==> config.mk <==
export PLATFORM = sky130hd
export DESIGN_NAME = opdt_front
export DESIGN_NICKNAME = d
export VERILOG_FILES = /design/src/opdt_pkg.sv /design/src/opdt_front.sv
export SDC_FILE = /design/constraint.sdc
export NUM_CORES = 1
export LEC_CHECK = 0
export BUFFER_PORTS_ARGS = -buffer_cell sky130_fd_sc_hd__buf_4
export CAP_MARGIN = 10
export CORE_AREA = 8 8 84 86
export DETAILED_ROUTE_END_ITERATION = 8
export DIE_AREA = 0 0 92 94
export PLACE_DENSITY = 0.76
export SLEW_MARGIN = 5
export SYNTH_ARGS = -nofsm -noshare
export SYNTH_HDL_FRONTEND = slang
export SYNTH_SLANG_ARGS = --single-unit
==> constraint.sdc <==
create_clock -name i_clk -period 3.2 [get_ports i_clk]
set_input_delay 0.16 -clock i_clk [delete_from_list [all_inputs] [get_ports i_clk]]
set_output_delay 0.16 -clock i_clk [all_outputs]
set_load 0.01 [all_outputs]
==> src/opdt_pkg.sv <==
// Shared types, constants and helpers of the obstacle dedup table.
package opdt_pkg;

    localparam int CFG_IDX_W = 2;
    localparam logic [CFG_IDX_W-1:0] REG_MATCH_TOL    = 2'd0;
    localparam logic [CFG_IDX_W-1:0] REG_PUB_PERIOD   = 2'd1;
    localparam logic [CFG_IDX_W-1:0] REG_PUB_PHASE    = 2'd2;

    localparam logic [31:0] MATCH_TOL_RESET  = 32'd6554;   // 0.1 in Q16.16
    localparam logic [7:0]  PUB_PERIOD_RESET = 8'd10;
    localparam logic [7:0]  PUB_PHASE_RESET  = 8'd1;

    // Command passed from the front to the back through the queue.
    typedef struct packed {
        logic        entry_valid;
        logic [31:0] obstacle_x;
        logic [31:0] obstacle_y;
        logic [7:0]  obstacle_color;
        logic [31:0] obstacle_radius;
        logic        msg_start;
        logic        publish_now;
    } t_cmd;

    typedef enum logic [1:0] {
        B_IDLE,
        B_SCAN,
        B_DONE
    } t_back_state;

    // |d| < tol for a 33-bit signed difference d.
    function automatic logic within_tol(input logic [32:0] d, input logic [31:0] tol);
        logic [33:0] s;
        s = {d[32], d} + {2'b00, tol};
        if (d[32]) begin
            within_tol = !s[33] && (s != 34'd0);
        end else begin
            within_tol = d[31:0] < tol;
        end
    endfunction

endpackage

==> src/opdt_front.sv <==
// Front end: accepts beats, tracks message boundaries and the publish counter.
module opdt_front (
    input  logic            i_clk,
    input  logic            i_rst_n,
    input  logic            i_s_tvalid,
    output logic            o_s_tready,
    input  logic [103:0]    i_s_tdata,   // obstacle_x, obstacle_y, obstacle_color, obstacle_radius
    input  logic            i_s_tuser,   // entry_valid
    input  logic            i_s_tlast,
    input  logic [7:0]      i_period,
    input  logic [7:0]      i_phase,
    input  logic            i_q_full,
    output logic            o_q_push,
    output opdt_pkg::t_cmd  o_q_cmd
);
    import opdt_pkg::*;

    logic       r_at_start;
    logic [7:0] r_msg_cnt;
    logic [7:0] n_msg_cnt;
    logic [8:0] cnt_inc;

    assign o_s_tready = !i_q_full;
    assign o_q_push   = i_s_tvalid && !i_q_full;

    assign cnt_inc = {1'b0, r_msg_cnt} + 9'd1;

    always_comb begin
        // wrap when the advanced counter reaches the period
        if (cnt_inc >= {1'b0, i_period}) begin
            n_msg_cnt = 8'd0;
        end else begin
            n_msg_cnt = cnt_inc[7:0];
        end
    end

    always_comb begin
        o_q_cmd.entry_valid     = i_s_tuser;
        o_q_cmd.obstacle_x      = i_s_tdata[31:0];
        o_q_cmd.obstacle_y      = i_s_tdata[63:32];
        o_q_cmd.obstacle_color  = i_s_tdata[71:64];
        o_q_cmd.obstacle_radius = i_s_tdata[103:72];
        o_q_cmd.msg_start       = r_at_start;
        o_q_cmd.publish_now     = i_s_tlast && (r_msg_cnt == i_phase);
    end

    always_ff @(posedge i_clk) begin
        if (!i_rst_n) begin
            r_at_start <= 1'b1;
            r_msg_cnt  <= 8'd0;
        end else if (o_q_push) begin
            r_at_start <= i_s_tlast;
            if (i_s_tlast) begin
                r_msg_cnt <= n_msg_cnt;
            end
        end
    end

endmodule

After elaboration in Yosys (flattened, before gate mapping)
Cells that the tools add are included.

Add/subtract/negate cells: 1. Magnitude comparators: 1. Equality and inequality tests: 1. Mux-type cells: 1. Reduce and logical (&&, ||, !) cells: 4.

Operators by type and width (number): $add A8 B1 Y9 const B (1); $ge A9 B8 Y1 (1); $eq A8 B8 Y1 (1); $mux W8 (1); $logic_and A1 B1 Y1 (2); $reduce_and A2 Y1 (1); $logic_not A1 Y1 (1).

Register bits after elaboration: 9. Logic and storage cells: 10.

Longest topological paths before layout
Word-level depth: 3. Mapped depth: 11. Depth with buffers taken out: 11.

Worst setup path before layout
OpenSTA, ideal clock, no wires.

Path kind: register -> register. Start point: register r_msg_cnt[0]. End point: register r_msg_cnt[2]. Library setup time: 0.074 ns. Arrival: 2.877 ns. Data required time: 3.126 ns. Slack: 0.249 ns. Stages on the path, launching flop included: 12. Buffers on the path: 0. Clock period less this slack: 2.951 ns. Cell sequence: dfxtp_1 ha_1 nand3_1 or2_2 and2_1 or2_2 ha_1 a211oi_2 nand2_1 a2111oi_4 nand3b_1 a31oi_1.

Word-level cells in the longest chain between the ends: 3.

Ends and longest elaborated chain: from (decl) (RTL line opdt_front.sv:19) `logic [7:0] r_msg_cnt;`; from (signal assigned) (RTL line opdt_front.sv:54) `r_msg_cnt <= n_msg_cnt;`; $add A8 B1 Y9 * (RTL line opdt_front.sv:26) `assign cnt_inc = {1'b0, r_msg_cnt} + 9'd1;`; $ge A9 B8 Y1 (RTL line opdt_front.sv:30) `if (cnt_inc >= {1'b0, i_period}) begin`; $mux W8 * (RTL line opdt_front.sv:30).

Every way passes the cells marked *; elsewhere a longest branch is shown, timed or not. A chain may end at the register's enable or synchronous reset.

Worst setup path in the final report
Start point: register r_msg_cnt[1]. End point: register r_msg_cnt[2].

Same word-level chain as after synthesis.

==> reports/metrics.csv <==
metric;value;unit
finalSetupViolCount;0;
syn_inst;199;
grtUsageTotal;6.912;%
cts_root_buffer;clkbuf_8;
crit_top_cell;or2_2;
synth_top_area_share;50.92;%
io-pin-count;235;
ys_top_cells_by_count;buf_4 (106), nand2_1 (10), dfxtp_1 (9), ha_1 (9), inv_1 (9);
yosysUniqueCellTypes;28;
synth.largest_area_cell;buf_4;
hp-class;input port to flip-flop;
fin_crit;3.071;ns
dieArea;8648;µm²
fillers;663;
fin_skew;0.0002992;ns
slew_headroom;76.24;%
async_flop_share;0;%
yosysMostFrequentCell;buf_4;
postPlaceCellArea;1051;µm²
clkSinkCount;9;
dr_total_vias;921;
clock_path_buffers;2;
final_util;19.73;%
dr.pass1.iters;4;
multi_input_area;543.0;µm²
dp_hpwl;2607;µm
p_int;0.2325;mW
synth_warnings;0;
clock_power_share;43.5;%
cts_tree;done;
syn-num-nets;334;
num_rows;28;
vias_per_cell;4.605;
seqCellArea;181.4;µm²
yosys-top-cells-area;buf_4 (51%), dfxtp_1 (12%), ha_1 (7.2%);
drt_iter0_markers;32;
powerDensity;267.2;nW/µm²
drv_slew;0;
crit_type;flip-flop to flip-flop;
startpoint_type;flip-flop;
cp.required;3.36;ns
synth_area_per_cell;7.853;µm²
ys_ff_latch;9;
n_antenna_cell;0;
die_h;94;µm
synth-main-ff-cell;dfxtp_1;
critPathMaxStageDelay;0.44;ns
ant_nets;0;
worstPathMaxFanout;5;
syn_area;1563;µm²
wl_per_cell;16.60;µm
place_inst;192;
initial_core_util;27.20;%
slowest_stage;a2111oi_4;
antenna_found_initial;0;
path_cells;ha_2 > nand3_1 > or2_2 > and2_1 > or2_2 > ha_1 > o21ai_0 > nor2_1 > a2111oi_4 > buf_6 > nand3b_1 > a31oi_1;
cp.buffers_inverters;1;
final_nets;261;
cts_max_level;1;
core_area;5746;µm²
grt_pass1_vias;931;
path_clk_slew;0.04;ns
p_total;0.3029;mW
p_sw_share;23.23;%
grt_max_degree;11;
maxCapViolations;0;
layout-drive-gt1-share;32.00;%
clk_latency;0.23;ns
hold_viol_final;0;
overflow;0;
routed_wl;3320;µm
gp_congestion;0.7919;
worst_pin_slew;0.3564;ns
crit_family;simple AND/OR/NAND/NOR gates;
ys_seq_area_share;11.53;%
port_buffers;24;
post-route-drc-count;0;
fin_cells;200;
die_x;92;µm
setup_tns;0;ns
max_freq;325.6;MHz
peakVddDrop;0.1007;mV
areaGrowthSynthToFinish;-27.46;%
cts_buffers;3;
combPwrFrac;18.4;%
p_switching;0.07037;mW
synth_edf_count;0;
p_leak;0.5378;nW
finalCritPeriodShare;95.97;%
grt_pass1_wl;4588;µm
critPathArrivalTime;3.23;ns
status;completed;
endpoint_kind;flip-flop;
stdcell_area;1134;µm²
seq_power_share;38.1;%
-- placed cells by master (no fill, tap or decap), types with 4 or more instances in the layout --
master,n
xnor2_1,5
inv_1,9
buf_4,30
dfxtp_1,8
ha_1,8
nand2_1,10
nand3_1,6
a32o_1,4
o21ai_0,4
xor2_1,8
-- final cells by class --
class,count,area share [%]
Tap cell,75,8.278
Inverter,9,2.980
Timing Repair Buffer,31,20.86
Sequential cell,9,16.00
Multi-Input combinational cell,72,47.90
Clock buffer,4,3.974
-- logic make-up after synthesis --
family / Yosys count / synth area share (%)
buf+inv: 118 / 53.88
simple gates: 34 / 11.05
compound gates: 15 / 8.407
xor+xnor: 13 / 7.286
fa+ha+maj: 9 / 7.206
flops: 9 / 11.53
mux: 1 / 0.6405
-- power groups by stage --
| stage | clock network [mW] | registers [mW] | logic (mW) |
|---|---|---|---|
| after floorplan | 0 | 0.118 | 0.159 |
| after global placement | 0 | 0.117 | 0.0529 |
| after detailed placement | 0 | 0.117 | 0.0542 |
| after CTS | 0.136 | 0.115 | 0.0545 |
| after global routing | 0.144 | 0.115 | 0.0626 |
| final | 0.132 | 0.115 | 0.0556 |
-- sequential cells by signal, indices dropped and copies added, names as in the netlist --
name        cells
r_msg_cnt       8
r_at_start      1
-- metal layers --
layer	global-route usage [%]	wire, µm	share of wire (%)	up-vias
met5	0	0	0	-
met4	8.993	340	10	0
met3	4.396	417	13	54
met2	10.31	1452	44	59
met1	5.550	1110	33	417
li1	-	-	-	391
-- path summary, 6_finish.rpt --
check                     from      endpoint  slack [ns]  cells past startpoint
setup / recovery  r_msg_cnt[1]  r_msg_cnt[2]        0.13                     12
hold / removal        i_q_full    r_at_start        0.23                      3
setup reg to reg  r_msg_cnt[1]  r_msg_cnt[2]        0.13                     12
hold reg to reg     r_at_start    r_at_start        0.48                      2
-- worst register-to-register path: cells and delay by family (launching register included) --
family | cells | cell delay, ns
simple gates | 6 | 1.14
fa+ha+maj | 2 | 0.52
buf+inv | 1 | 0.17
compound gates | 3 | 0.79
flops | 1 | 0.36
-- repair_timing --
action,in CTS,in global routing
hold buffers,0,0
endpoints found under the setup margin,0,8
buffers inserted,0,3
resized for setup,0,4
-- through the flow --
| step | hold slack (ns) | setup slack (ns) |
|---|---|---|
| final | 0.2297 | 0.1291 |
| after global routing | 0.2703 | -0.07629 |
| after CTS | 0.2177 | 0.1132 |
| after detailed placement | 0.3201 | 0.1240 |
| after global placement | 0.3201 | 0.2476 |
| after floorplan | 0.3143 | 0.2488 |
(Power assumes the default switching activity.)
