===== src/opdt_pkg.sv =====
// Shared types, constants and helpers of the obstacle dedup table.
package opdt_pkg;

    localparam int CFG_IDX_W = 2;
    localparam logic [CFG_IDX_W-1:0] REG_MATCH_TOL    = 2'd0;
    localparam logic [CFG_IDX_W-1:0] REG_PUB_PERIOD   = 2'd1;
    localparam logic [CFG_IDX_W-1:0] REG_PUB_PHASE    = 2'd2;

    localparam logic [31:0] MATCH_TOL_RESET  = 32'd6554;   // 0.1 in Q16.16
    localparam logic [7:0]  PUB_PERIOD_RESET = 8'd10;
    localparam logic [7:0]  PUB_PHASE_RESET  = 8'd1;

    // Command passed from the front to the back through the queue.
    typedef struct packed {
        logic        entry_valid;
        logic [31:0] obstacle_x;
        logic [31:0] obstacle_y;
        logic [7:0]  obstacle_color;
        logic [31:0] obstacle_radius;
        logic        msg_start;
        logic        publish_now;
    } t_cmd;

    typedef enum logic [1:0] {
        B_IDLE,
        B_SCAN,
        B_DONE
    } t_back_state;

    // |d| < tol for a 33-bit signed difference d.
    function automatic logic within_tol(input logic [32:0] d, input logic [31:0] tol);
        logic [33:0] s;
        s = {d[32], d} + {2'b00, tol};
        if (d[32]) begin
            within_tol = !s[33] && (s != 34'd0);
        end else begin
            within_tol = d[31:0] < tol;
        end
    endfunction

endpackage


===== src/opdt_fifo.sv =====
// Two-entry command queue between front and back.
module opdt_fifo (
    input  logic            i_clk,
    input  logic            i_rst_n,
    input  logic            i_push,
    input  opdt_pkg::t_cmd  i_data,
    output logic            o_full,
    output logic            o_valid,
    input  logic            i_pop,
    output opdt_pkg::t_cmd  o_data
);
    import opdt_pkg::*;

    t_cmd       r_mem [2];
    logic       r_wr_ptr;
    logic       r_rd_ptr;
    logic [1:0] r_cnt;
    logic       do_push;
    logic       do_pop;

    assign o_full  = (r_cnt == 2'd2);
    assign o_valid = (r_cnt != 2'd0);
    assign o_data  = r_mem[r_rd_ptr];
    assign do_push = i_push && !o_full;
    assign do_pop  = i_pop && o_valid;

    always_ff @(posedge i_clk) begin
        if (do_push) begin
            r_mem[r_wr_ptr] <= i_data;
        end
    end

    always_ff @(posedge i_clk) begin
        if (!i_rst_n) begin
            r_wr_ptr <= 1'b0;
            r_rd_ptr <= 1'b0;
            r_cnt    <= 2'd0;
        end else begin
            if (do_push) begin
                r_wr_ptr <= !r_wr_ptr;
            end
            if (do_pop) begin
                r_rd_ptr <= !r_rd_ptr;
            end
            case ({do_push, do_pop})
                2'b10:   r_cnt <= r_cnt + 2'd1;
                2'b01:   r_cnt <= r_cnt - 2'd1;
                default: r_cnt <= r_cnt;
            endcase
        end
    end

endmodule


===== config.mk =====
export PLATFORM = sky130hd
export DESIGN_NAME = opdt_fifo
export DESIGN_NICKNAME = d
export VERILOG_FILES = /design/src/opdt_pkg.sv /design/src/opdt_fifo.sv
export SDC_FILE = /design/constraint.sdc
export NUM_CORES = 1
export LEC_CHECK = 0
export BUFFER_PORTS_ARGS = -buffer_cell sky130_fd_sc_hd__buf_2
export CORE_ASPECT_RATIO = 0.9
export CORE_MARGIN = 5
export CORE_UTILIZATION = 30
export CTS_BUF_LIST = sky130_fd_sc_hd__clkbuf_8
export DETAILED_ROUTE_END_ITERATION = 8
export PLACE_DENSITY_LB_ADDON = 0.05
export SLEW_MARGIN = 10
export SYNTH_ARGS = -nofsm -noshare
export SYNTH_HDL_FRONTEND = slang
export SYNTH_SLANG_ARGS = --single-unit

===== constraint.sdc =====
create_clock -name i_clk -period 4.1 [get_ports i_clk]
set_input_delay 0.82 -clock i_clk [delete_from_list [all_inputs] [get_ports i_clk]]
set_output_delay 0.82 -clock i_clk [all_outputs]
set_load 0.02 [all_outputs]

== Yosys cells after proc, flatten, opt, wreduce, memory -nomap -nowiden ==
Memories as Yosys holds them, arrays and structs flattened. A register that Yosys moved wholly into a read port is not among the register bits.
Cells that the tools add are included.

* Input port bits: 111
* Bits in writable memories: 214
* Memories kept: 1
* Output and inout bits: 109
* Register bits: 4

{| class="wikitable"
|+ Memories
! memory !! words !! bits a word !! read ports !! clocked after Yosys merged registers in !! write ports !! line !! text
|-
| r_mem || 2 || 107 || 1 || 1 || 1 || opdt_fifo.sv:14 || <nowiki>t_cmd r_mem [2];</nowiki>
|}

* Reduce and logical (&&, ||, !) cells: 7
* Equality and inequality tests: 3
* Add/subtract/negate cells: 2
* Multiplexer cells: 5

{| class="wikitable"
|+ Operators by type and width
! operator !! number
|-
| == test 2 bit, second input constant || 2
|-
| 2-to-1 mux 1 bit || 4
|-
| case mux 2 bit (2 select lines) || 1
|-
| nonzero test 2 bit || 2
|-
| logical NOT 1 bit || 3
|-
| adder 2 x 1 -> 2 bit, second input constant || 1
|-
| == test 2 x 1 -> 1 bit, second input constant || 1
|-
| logical AND 1 bit || 2
|-
| subtractor 2 x 1 -> 2 bit, second input constant || 1
|}

== Depth between registers and ports, before layout ==
* Word-level depth: 5
* Gate-level depth with buffers: 6
* Gate-level depth less buffers: 6

== Worst setup path after synthesis ==
No wires, ideal clock.

* Path type: input-to-reg
* From: in i_push
* To: mem r_mem[1][0] in the netlist's numbering (enable)
* Slack: 278 ps
* Cell stages on the path: 1
* Setup time: 479 ps
* Arrival: 3343 ps
* Required time: 3621 ps
* Cell sequence: and3_1

* Longest elaborated chain between the ends: 3

{| class="wikitable"
|+ Ends and longest elaborated chain
! what !! line !! text
|-
| start: declaration || opdt_fifo.sv:5 || <nowiki>input logic i_push,</nowiki>
|-
| logical AND 1 bit || opdt_fifo.sv:24 || <nowiki>assign do_push = i_push && !o_full;</nowiki>
|-
| 2-to-1 mux 1 bit || opdt_fifo.sv:28 || <nowiki>if (do_push) begin</nowiki>
|-
| 2-to-1 mux 1 bit (not written as such) || opdt_fifo.sv:29 || <nowiki>r_mem[r_wr_ptr] <= i_data;</nowiki>
|-
| end: declaration || opdt_fifo.sv:14 ||
|}

No other way between the ends.

==> results.py <==
metrics = {
    "final_layout": {
        "instances_no_fill": 987,
        "final_area_um2": 10200,
        "final_nets": 722,
        "drive_above_1_share": 0.596,
        "syn2layout_area_growth_pct": 27.8,
    },
    "status": {
        "outcome": "finished, final reports clean",
    },
    "clock_tree": {
        "htree_levels": 2,
        "cts_resized": 0,
        "path_clk_slew_ns": 0.06,
        "holdBufCountCts": 0,
        "cts_post_setup_buffers_inserted": 0,
        "clock_sinks": 219,
        "clockBufferDepth": 3,
        "cts_made_buffers": 38,
        "root_buffer": "clkbuf_8",
        "tritoncts": "built",
        "clk_latency_ns": 0.52,
    },
    "place": {
        "gp_congestion": 0.690,
        "dpl_cell_area_um2": 9480,
        "dp_hpwl_um": 11100,
        "dp.cells": 918,
        "io_buffer_count": 219,
    },
    "worst_setup_path": {
        "critPathCaptureType": "primary output",
        "required_ns": 3.28,
        "critPathLaunchType": "flop",
        "critPathMaxFanout": 29,
        "cp.arrival_ns": 2.18,
        "critPathKind": "reg -> out",
    },
    "yosys": {
        "synth.net_count": 471,
        "syn-cell-area_um2": 7950,
        "synth_area_per_cell_um2": 22.1,
        "seq_area_frac_synth": 0.821,
        "ys_ff_latch": 219,
        "synth_top_area_share": 0.808,
        "yosys_warnings": 0,
        "synth_area_leaders": "edfxtp_1, mux2_2, dfxtp_1, buf_2, buf_6",
        "async_reset_ff_frac": 0,
        "synth.largest_area_cell": "edfxtp_1",
        "synth_top_flop_cell": "edfxtp_1",
        "ys_types": 20,
        "synth_most_common_cell": "edfxtp_1",
        "ys_top_cells_by_count": "edfxtp_1, mux2_2, buf_2, dfxtp_1",
        "syn-instance-count": 359,
        "synth_edf_count": 214,
    },
    "floorplan": {
        "die_h_um": 164,
        "dieArea_um2": 29900,
        "pin_count": 220,
        "chipWidth_um": 182,
        "initial_core_util": 0.305,
        "num_rows": 56,
        "coreArea_um2": 26100,
    },
    "route": {
        "remaining_drc_errors": 0,
        "wirelength_um": 17700,
        "drt_iter0_markers": 144,
        "wl_per_cell_um": 18.0,
        "postRouteAntennaNets": 0,
        "vias": 4158,
        "avgViaCountPerCell": 4.21,
        "dr.pass1.iters": 4,
    },
    "global_routing": {
        "grt_max_degree": 108,
        "grt_util_met3": 0.0555,
        "grt_pass1_vias": 4592,
        "gr-usage-met1": 0.143,
        "grt_antenna_before_repair": 4,
        "grt_pass1_wl_um": 26300,
        "grt_util_met2": 0.176,
        "grt.busiest_layer": "met2",
        "overflow": 0,
        "grt_use_total": 0.115,
    },
    "power_and_ir_drop": {
        "power.leakage_uw": 0.00380,
        "ir_worst_vdd_mv": 0.294,
        "powerDensity_nw_per_um2": 648,
    },
    "timing": {
        "max_clock_freq_ghz": 0.333,
        "period_minus_slack_ns": 3.00,
        "finalCritPeriodShare": 0.731,
        "fin_skew_ns": 0.0174,
        "fin_tns_setup_ns": 0,
        "slew_violations": 0,
        "worstMarginPinSlew_ns": 0.644,
        "holdWs_ns": 0.483,
        "finalHoldViolCount": 0,
        "setup_viol": 0,
        "max_slew_margin": 0.571,
        "rsz0062_at_grt": "no",
    },
    "hold_path": {
        "hold_class": "in -> reg",
    },
    "job": {
        "drv_cap": 0,
    },
}
logic make-up after synthesis:
family	count (synthesis)	share of synthesized area
multiplexers	107	0.152
XOR/XNOR	3	0.00331
AND/OR/NAND/NOR	9	0.00708
adder cells (fa/ha/maj)	1	0.00157
flip-flops	219	0.821
buffers and inverters	15	0.0116
AO/OA/AOI/OAI	5	0.00409
worst max-delay path: stages (launching register included):
cell	delay [ns]
dfxtp_4	0.62
buf_4	0.44
mux2_2	0.38
buf_2	0.17
sequential cells by signal, indices dropped and copies added (netlist names), named ones only:
signal and cells:
r_cnt 2, r_mem 214, r_rd_ptr 1, r_wr_ptr 1
layout make-up:
cell class | instances | area, µm²
diodes | 1 | 2.50
clock buffers | 42 | 578
clock inverters | 26 | 100
fillers | 2510 | 15900
inverters | 3 | 13.8
multi-input cells | 125 | 1340
flip-flops and latches | 219 | 6530
well taps | 348 | 435
repair buffers | 223 | 1160
cell usage in the layout, fill, tap and decap left out, types with 2 or more instances in the layout:
cell	instances
clkbuf_8	42
mux2_2	107
inv_1	17
a21boi_1	2
buf_12	3
dfxtp_1	4
nor2b_1	2
buf_2	219
clkinv_1	8
edfxtp_1	214
clkinv_2	2
o21ai_0	2
or3_1	2
xnor2_1	3
power breakdown:
part	internal [µW]	switching, µW	leakage, µW	total (µW)
sequential	2830	115	0.00204	2940
clock	933	829	0.000408	1760
combinational	743	1130	0.00135	1870
through the flow:
stage / util / setup slack (ns) / total power [µW]
6_report: 0.390 / 1.10 / 6580
2_1_floorplan: - / 0.278 / 4270
5_1_grt: 0.390 / 0.950 / 6970
4_1_cts: 0.390 / 0.992 / 6740
3_3_place_gp: 0.364 / 1.57 / 4900
3_5_place_dp: 0.364 / 1.57 / 4910
routing by layer:
| layer | vias up | wire, µm |
|---|---|---|
| met1 | 2010 | 7500 |
| met2 | 162 | 7960 |
| met5 | - | 48 |
| met4 | 8 | 437 |
| li1 | 1931 | - |
| met3 | 47 | 1800 |
path summary, 6_finish.rpt:
| check | start | end | slack [ns] | cells past startpoint |
|---|---|---|---|---|
| worst min-delay path | i_data[60] | r_mem[1][60] | 0.48 | 1 |
| worst min register to register | r_wr_ptr | r_wr_ptr | 0.49 | 2 |
| worst max register to register | r_cnt[0] | r_mem[0][106] | 1.95 | 5 |
| worst max-delay path | flop | o_data[102] | 1.10 | 3 |
Power figures use the tool's default switching activity.
